File: config.mk
export PLATFORM = sky130hd
export DESIGN_NAME = mhb_ctrl
export DESIGN_NICKNAME = d
export VERILOG_FILES = /design/src/design/mhb_pkg.sv /design/src/design/mhb_ctrl.sv
export SDC_FILE = /design/constraint.sdc
export NUM_CORES = 1
export LEC_CHECK = 0
export BUFFER_PORTS_ARGS = -buffer_cell sky130_fd_sc_hd__buf_2
export CAP_MARGIN = 30
export CORE_ASPECT_RATIO = 1.25
export CORE_MARGIN = 3
export CORE_UTILIZATION = 35
export DETAILED_ROUTE_END_ITERATION = 12
export GPL_ROUTABILITY_DRIVEN = 1
export PLACE_DENSITY = 0.55
export SYNTH_ARGS = -nofsm -noshare
export SYNTH_HDL_FRONTEND = slang
export SYNTH_SLANG_ARGS = --single-unit
File: constraint.sdc
create_clock -name clk_i -period 13.5 [get_ports clk_i]
set_input_delay 2.025 -clock clk_i [delete_from_list [all_inputs] [get_ports clk_i]]
set_output_delay 2.025 -clock clk_i [all_outputs]
set_load 0.02 [all_outputs]
File: src/design/mhb_pkg.sv
package mhb_pkg;

  localparam int unsigned DEPTH_DEF = 1024;

  localparam logic [1:0] FUNC_LOAD  = 2'd0;
  localparam logic [1:0] FUNC_BUILD = 2'd1;
  localparam logic [1:0] FUNC_READ  = 2'd2;
  localparam logic [1:0] FUNC_NOP   = 2'd3;

  localparam logic [1:0] ST_OK    = 2'd0;
  localparam logic [1:0] ST_FULL  = 2'd1;
  localparam logic [1:0] ST_RANGE = 2'd2;

  typedef struct packed {
    logic [1:0]         func;
    logic signed [31:0] value;
    logic [10:0]        index;
  } in_t;

  typedef struct packed {
    logic signed [31:0] data;
    logic [10:0]        count;
    logic [1:0]         status;
  } out_t;

endpackage

File: src/design/mhb_ctrl.sv
module mhb_ctrl #(
  parameter int unsigned DEPTH = mhb_pkg::DEPTH_DEF,
  parameter int unsigned AW    = $clog2(DEPTH)
) (
  input  logic                 clk_i,
  input  logic                 rst_ni,
  input  logic                 in_valid_i,
  output logic                 in_ready_o,
  input  mhb_pkg::in_t         in_data_i,
  output logic                 out_valid_o,
  input  logic                 out_ready_i,
  output mhb_pkg::out_t        out_data_o,
  output logic                 we_o,
  output logic [AW-1:0]        waddr_o,
  output logic signed [31:0]   wdata_o,
  output logic                 re_o,
  output logic [AW-1:0]        raddr_o,
  input  logic signed [31:0]   rdata_i
);

  import mhb_pkg::*;

  localparam int unsigned CNW = $clog2(DEPTH + 1);
  localparam int unsigned PW  = CNW + 1;
  localparam int unsigned XW  = (CNW > 11) ? CNW : 11;

  typedef enum logic [2:0] {
    S_IDLE,
    S_READ,
    S_START,
    S_LOADV,
    S_LEFT,
    S_LWAIT,
    S_RWAIT,
    S_PLACE
  } state_e;

  state_e             state_q;
  logic [CNW-1:0]     count_q;
  logic [PW-1:0]      p_q;
  logic [PW-1:0]      pos_q;
  logic signed [31:0] v_q;
  logic signed [31:0] lv_q;
  logic               out_valid_q;
  out_t               out_q;

  logic               accept;
  logic               full;
  logic [XW-1:0]      idx_x;
  logic               range_err;
  logic               load_ok;
  logic               read_go;
  logic [1:0]         in_status;
  logic               out_set;
  logic [PW-1:0]      n_pw;
  logic [PW-1:0]      left;
  logic [PW-1:0]      right;
  logic               l_take;
  logic signed [31:0] cand;
  logic [PW-1:0]      cand_pos;
  logic               r_take;
  logic               take;

  assign in_ready_o  = (state_q == S_IDLE) && (!out_valid_q || out_ready_i);
  assign accept      = in_valid_i && in_ready_o;
  assign out_valid_o = out_valid_q;
  assign out_data_o  = out_q;

  assign full      = (count_q == CNW'(DEPTH));
  assign idx_x     = XW'(in_data_i.index);
  assign range_err = (idx_x == '0) || (idx_x > XW'(count_q));
  assign load_ok   = (in_data_i.func == FUNC_LOAD) && !full;
  assign read_go   = (in_data_i.func == FUNC_READ) && !range_err;
  assign in_status = ((in_data_i.func == FUNC_LOAD) && full) ? ST_FULL :
                     ((in_data_i.func == FUNC_READ) && range_err) ? ST_RANGE : ST_OK;
  assign out_set   = (accept && (in_data_i.func != FUNC_BUILD) && !read_go) ||
                     (state_q == S_READ) ||
                     ((state_q == S_START) && (p_q == '0));
  assign n_pw      = PW'(count_q);
  assign left      = {pos_q[PW-2:0], 1'b0};
  assign right     = {pos_q[PW-2:0], 1'b1};

  assign l_take   = lv_q > v_q;
  assign cand     = l_take ? lv_q : v_q;
  assign cand_pos = l_take ? left : pos_q;
  assign r_take   = rdata_i > cand;
  assign take     = l_take || r_take;

  always_comb begin
    we_o    = 1'b0;
    waddr_o = '0;
    wdata_o = '0;
    re_o    = 1'b0;
    raddr_o = '0;
    case (state_q)
      S_IDLE: begin
        if (accept && in_data_i.func == FUNC_LOAD && !full) begin
          we_o    = 1'b1;
          waddr_o = count_q[AW-1:0];
          wdata_o = in_data_i.value;
        end
        if (accept && in_data_i.func == FUNC_READ && !range_err) begin
          re_o    = 1'b1;
          raddr_o = AW'(idx_x - XW'(1));
        end
      end
      S_START: begin
        if (p_q != '0) begin
          re_o    = 1'b1;
          raddr_o = AW'(p_q - PW'(1));
        end
      end
      S_LEFT: begin
        if (left <= n_pw) begin
          re_o    = 1'b1;
          raddr_o = AW'(left - PW'(1));
        end
      end
      S_LWAIT: begin
        if (right <= n_pw) begin
          re_o    = 1'b1;
          raddr_o = AW'(right - PW'(1));
        end else if (rdata_i > v_q) begin
          we_o    = 1'b1;
          waddr_o = AW'(pos_q - PW'(1));
          wdata_o = rdata_i;
        end
      end
      S_RWAIT: begin
        if (take) begin
          we_o    = 1'b1;
          waddr_o = AW'(pos_q - PW'(1));
          wdata_o = r_take ? rdata_i : lv_q;
        end
      end
      S_PLACE: begin
        we_o    = 1'b1;
        waddr_o = AW'(pos_q - PW'(1));
        wdata_o = v_q;
      end
      default: begin
        we_o = 1'b0;
      end
    endcase
  end

  always_ff @(posedge clk_i or negedge rst_ni) begin
    if (!rst_ni) begin
      state_q     <= S_IDLE;
      count_q     <= '0;
      p_q         <= '0;
      pos_q       <= '0;
      v_q         <= '0;
      lv_q        <= '0;
      out_valid_q <= 1'b0;
      out_q       <= '0;
    end else begin
      if (out_set) begin
        out_valid_q <= 1'b1;
      end else if (out_ready_i) begin
        out_valid_q <= 1'b0;
      end
      case (state_q)
        S_IDLE: begin
          if (accept) begin
            out_q.data   <= '0;
            out_q.count  <= load_ok ? 11'(count_q + CNW'(1)) : 11'(count_q);
            out_q.status <= in_status;
            case (in_data_i.func)
              FUNC_LOAD: begin
                if (!full) begin
                  count_q <= count_q + CNW'(1);
                end
              end
              FUNC_BUILD: begin
                p_q     <= PW'(count_q >> 1);
                state_q <= S_START;
              end
              FUNC_READ: begin
                if (!range_err) begin
                  state_q <= S_READ;
                end
              end
              default: begin
              end
            endcase
          end
        end
        S_READ: begin
          out_q.data <= rdata_i;
          state_q    <= S_IDLE;
        end
        S_START: begin
          if (p_q == '0) begin
            state_q <= S_IDLE;
          end else begin
            pos_q   <= p_q;
            state_q <= S_LOADV;
          end
        end
        S_LOADV: begin
          v_q     <= rdata_i;
          state_q <= S_LEFT;
        end
        S_LEFT: begin
          state_q <= (left <= n_pw) ? S_LWAIT : S_PLACE;
        end
        S_LWAIT: begin
          lv_q <= rdata_i;
          if (right <= n_pw) begin
            state_q <= S_RWAIT;
          end else if (rdata_i > v_q) begin
            pos_q   <= left;
            state_q <= S_LEFT;
          end else begin
            state_q <= S_PLACE;
          end
        end
        S_RWAIT: begin
          if (take) begin
            pos_q   <= r_take ? right : cand_pos;
            state_q <= S_LEFT;
          end else begin
            state_q <= S_PLACE;
          end
        end
        S_PLACE: begin
          p_q     <= p_q - PW'(1);
          state_q <= S_START;
        end
        default: begin
          state_q <= S_IDLE;
        end
      endcase
    end
  end

endmodule

==> After elaboration in Yosys (flattened, before gate mapping) <==
Index checks and enable logic that the tools add are counted.
{ "op_classes": {"n_addsub": 6, "n_lt_le_gt_ge": 6, "eq_ne": 20, "n_mux": 53, "n_bitwise": 1, "reduce_logical": 37} }
{ "ops": {"columns": ["cell", "n"], "rows": [
  ["$mux W32", 6],
  ["$pmux W32 S4", 1],
  ["$gt A32 B32 Y1", 3],
  ["$mux W10", 8],
  ["$pmux W10 S4", 2],
  ["$mux W11", 7],
  ["$pmux W32 S2", 1],
  ["$mux W45", 1],
  ["$sub A10 B1 Y10 const B", 4],
  ["$pmux W11 S3", 1],
  ["$le A12 B11 Y1", 2],
  ["$mux W12", 2],
  ["$pmux W12 S2", 1],
  ["$pmux W3 S8", 1],
  ["$mux W2", 7],
  ["$logic_and A1 B1 Y1", 13],
  ["$eq A3 B3 Y1 const B", 4],
  ["$logic_not A12 Y1", 1],
  ["$reduce_bool A12 Y1", 1],
  ["$sub A12 B1 Y12 const B", 1],
  ["$add A11 B1 Y11 const B", 1],
  ["$eq A11 B11 Y1 const B", 1],
  ["$gt A11 B11 Y1", 1],
  ["$logic_not A11 Y1", 1],
  ["23 further kinds", 52]
]} }
{ "totals": {"regBits": 147, "inputBits": 81, "output_inout_bits": 101, "word_cells": 133} }

==> Depth between registers and ports, before layout <==
{ "logic_depth": {"word_depth": 9, "mapped_depth": 21, "depth_no_buf": 18} }

==> Worst setup path after synthesis <==
OpenSTA, ideal clock, no wires.
{ "synth_timing": {"path_type": "register -> output", "startpoint": "register v_q[14]", "endpoint": "output wdata_o[10]", "arrival_time_ns": 4.936, "path_slack_ns": 6.539, "stages_incl_launch_ff": 21, "n_path_buf": 4, "cell_sequence": "dfrtp_1 -> inv_1 -> ha_1 -> a21oi_1 -> nand2_1 -> a221o_1 -> o31a_1 -> o221a_2 -> nor2_1 -> buf_2 -> buf_2 -> mux2i_1 -> ha_1 -> nand4_2 -> or4_4 -> o211a_1 -> mux2_2 -> or2_1 -> buf_6 -> buf_6 -> a221o_1"} }
{ "synth_via": {"elab_chain_cells": 6, "word_cells_on_any_way": 10} }
{ "synth_lines": {"columns": ["item", "line_no", "source"], "rows": [
  ["start: declaration", "mhb_ctrl.sv:42", "logic signed [31:0] v_q;"],
  ["start signal: assignment", "mhb_ctrl.sv:202", "v_q <= rdata_i;"],
  ["$gt A32 B32 Y1", "mhb_ctrl.sv:83", "assign l_take = lv_q > v_q;"],
  ["$mux W32", "mhb_ctrl.sv:84", "assign cand = l_take ? lv_q : v_q;"],
  ["$gt A32 B32 Y1", "mhb_ctrl.sv:86", "assign r_take = rdata_i > cand;"],
  ["$mux W32 or $logic_or A1 B1 Y1 (tied branches)", "mhb_ctrl.sv:133, mhb_ctrl.sv:87", null],
  ["$mux W32", "mhb_ctrl.sv:130", "if (take) begin"],
  ["$pmux W32 S4 (*)", "mhb_ctrl.sv:95", "case (state_q)"],
  ["end: declaration", "mhb_ctrl.sv:15", "output logic signed [31:0] wdata_o,"]
]} }
Mark *: on every way between the ends. The rest lies on a longest branch, timed or not.

==> Final worst setup path <==
{ "layout_timing": {"startpoint": "register v_q[15]", "endpoint": "output wdata_o[1]"} }
Same word-level chain as after synthesis.

==> metrics <==
Final Hold Fails 0; async set or reset register ratio after synthesis 100%; Seq/Total Area, Yosys 33.6%; Design Area, Final 12800 µm²; crit path time final slightly below 9 ns; Clock Skews 0.0265 ns; port buffer count 181; Comb power frac 61.3%; final std cells w/o fill 1762; Boundary Pins 182; DRC Markers 0; power density of the placed cells 266 nW/µm²; Top delay family on crit path simple AND/OR/NAND/NOR gates; vias per cell 5.49; fin nets 1553; Root Buffer clkbuf_16; Synth Warn # 0; crit path launch type register; cells after synthesis 1200; Min-Delay Path Class register to register; crit-path cells inv_1, ha_1, nand4_1, nor4_1, a21boi_0, o31a_1, nor3_1, nor2_4, buf_4, mux2i_1, ha_1, nand4_1, nor2_1, a221oi_1, and4_1, mux2_2, or2_1, buf_4, a221o_1, buf_2; share of cells above drive strength 1 23.2%; hold buffer count at cts 0; FF+latch area 3680 µm²; Syn Area/Cell 9.13 µm²; die area 33500 µm²; Reg clk slew, reported paths 0.06 ns; Slew headroom 33.2%; Cell variety after synth 67; Rows 71; HPWL Detailed 27.0 mm; dpl cells 1731; Reg power frac between 20% and 30%; status complete, no violations; Placed Area 12200 µm²; largest net degree at the start of global routing 87; Yosys reg bits 147; Die W about 160 µm; initial antenna violation count 0; top-count cell post-synth nand2_1; WS Path Type register to output port; Crit path largest cell delay roughly 0.64 ns; Clock Latency Late Sink 0.45 ns; Yosys top cell area share between 30% and 40%; grt total ovfl 0; post-CTS setup buffer count 0; Internal Power 1780 µW; sw power 1620 µW; leading area contributor after synthesis dfrtp_1; fillcell total 3018; CTS buffer count 17; Initial DRT Pass Iterations 5; clock group share of total power 14.3%; Top FF cell, synth dfrtp_1; Post-synth EDFFs 0; Final period util 65.7%; RePlAce Congestion 0.925; chip height a little over 200 µm; Worst Path Arrival between 6 and 7 ns; n_diodes 0; footprint of the multi-input gates approximately 6800 µm²; WP data required 11.48 ns; initial DRC count approximately 570; slowest cell on the critical path nor4_1; total track usage 21.8%; Syn-to-layout area delta 16.7%; Synth top cells by count nand2_1 (190), dfrtp_1 (147), ha_1 (123); Worst setup EP type output port; RSZ-0062 raised after global routing no; Post-Synthesis Cell Area 11000 µm²; Max rail drop VDD 0.115 mV; fin. max-slew vios 0; top cells by area, synth dfrtp_1 (34%), ha_1 (14%), mux2_2 (7.5%); Sw Ratio roughly 48%; routed len/inst 20.5 µm; CTS tree done; setup TNS 0 ns; Crit path buffers/inverters 4; Syn Nets 1404; DRT Wirelength 36.1 mm; Num Clock Sinks 147; maximum clock path buffer count 2; routed via count just under 10000; Max H-tree Level 4; r2r setup slk ~7.4 ns; starting density of the core ~36%; ANT nets after route 0; Std-Cell Core Area 30500 µm²; max_cap viols 0; Leakage 0.00606 µW; Post-CTS Resized 0; worst-margin pin slew 1.00 ns; vias in the first global route ~9700; critical path fanouts, max 17; Setup Viol. Count Final 0; Max Clk Rate ~110 MHz; first-pass GRT wire length around 56 mm
==> through the flow <==
stage | worst slack [ns] | hold WS, ns | power [µW] | utilization [%]
final | 4.62 | 0.474 | 3410 | 41.9
after global routing | 4.21 | 0.506 | 3690 | 41.9
after CTS | 4.55 | 0.479 | 3430 | 41.9
after detailed placement | 5.09 | 0.465 | 2920 | 40.0
after global placement | 4.96 | 0.457 | 2870 | 40.0
after floorplan | 6.54 | 0.466 | 2290 | -
==> worst register-to-register path, cell delays in order, from the launching register on <==
cell and delay [ns]:
dfrtp_1 0.37, inv_1 0.10, ha_1 0.31, nand4_1 0.15
nor4_1 0.64, a21boi_0 0.35, o31a_1 0.21, nor3_1 0.10
nor2_4 0.48, buf_4 0.43, mux2i_1 0.15, ha_1 0.31
nand4_1 0.19, or4_4 0.58, o21a_1 0.20, o311a_1 0.13
nor4_2 0.29, nor3b_2 0.40, a211oi_2 0.08, buf_4 0.23
mux2_4 0.32
==> power by group through the flow <==
stage          Clock [µW]  Sequential, µW  Combinational (µW)
6_report              488             828                2090
2_1_floorplan           0             805                1490
3_3_place_gp            0             833                2040
3_5_place_dp            0             830                2090
4_1_cts               501             825                2100
5_1_grt               516             853                2320
==> cells by family (layout without fill, tap and decap cells) <==
logic type / count (synthesis) / count (layout) / synth area share (%)
DFF: 147 / 147 / 33.6
muxes: 116 / 116 / 11.8
buffers and inverters: 124 / 285 / 4.69
and+or+nand+nor: 354 / 354 / 15.3
adders and majority gates: 123 / 123 / 14.1
AOI/OAI and AO/OA: 294 / 294 / 17.3
xor gates and xnor gates: 42 / 42 / 3.36
==> path summary, 6_finish.rpt <==
kind / start / endpoint / cells past startpoint
setup reg to reg: v_q[15]$_DFFE_PN0N_ / pos_q[3]$_DFFE_PN0P_ / 20
hold reg to reg: out_data_o[10]$_DFFE_PN0P_ / out_data_o[10]$_DFFE_PN0P_ / 2
max in group asynchronous: rst_ni / lv_q[15]$_DFFE_PN0P_ / 2
min in group asynchronous: rst_ni / count_q[6]$_DFFE_PN0P_ / 1
hold / removal: out_data_o[10]$_DFFE_PN0P_ / out_data_o[10]$_DFFE_PN0P_ / 2
setup / recovery: v_q[15]$_DFFE_PN0N_ / wdata_o[1] / 20
==> final cells by class <==
class	instances	area share, %
clock buffer	21	3.53
clock inverter	10	1.05
inverter	61	1.79
multi-input combinational	929	53.1
sequential	147	28.8
tap	401	3.93
timing repair buffer	193	7.84
==> placed cells by master (no fill, tap or decap), types with 6 or more instances in the layout <==
master       n
a21o_1      13
a21oi_1     63
a221o_1     34
and3_1       7
and4_1       7
buf_2      180
buf_4       12
clkbuf_16   17
dfrtp_1    147
ha_1       123
inv_1       61
mux2_2      73
mux2_4       7
mux2i_1     36
nand2_1    188
nand3_1     19
nand4_1     25
nor2_1      36
nor2b_1      8
nor3_1      13
nor4_1      11
o211ai_1     8
o21ai_0    118
o221ai_1     6
o22ai_1      6
or3_1        8
xnor2_1     34
xor2_1       8
==> registers in the layout (all words and copies together) (netlist names) <==
register     flops
count_q         11
lv_q            32
out_data_o      45
out_valid_o      1
p_q             12
pos_q           11
state_q          3
v_q             32
==> layer usage <==
layer	vias to the layer above	GRT usage (%)	part of all wire, %
li1	4673	-	-
met1	4702	27.4	43
met2	249	37.8	50
met3	48	3.03	4.3
met4	0	7.80	2.6
met5	-	0	0
No activity file was read; power rests on OpenSTA's default activity.
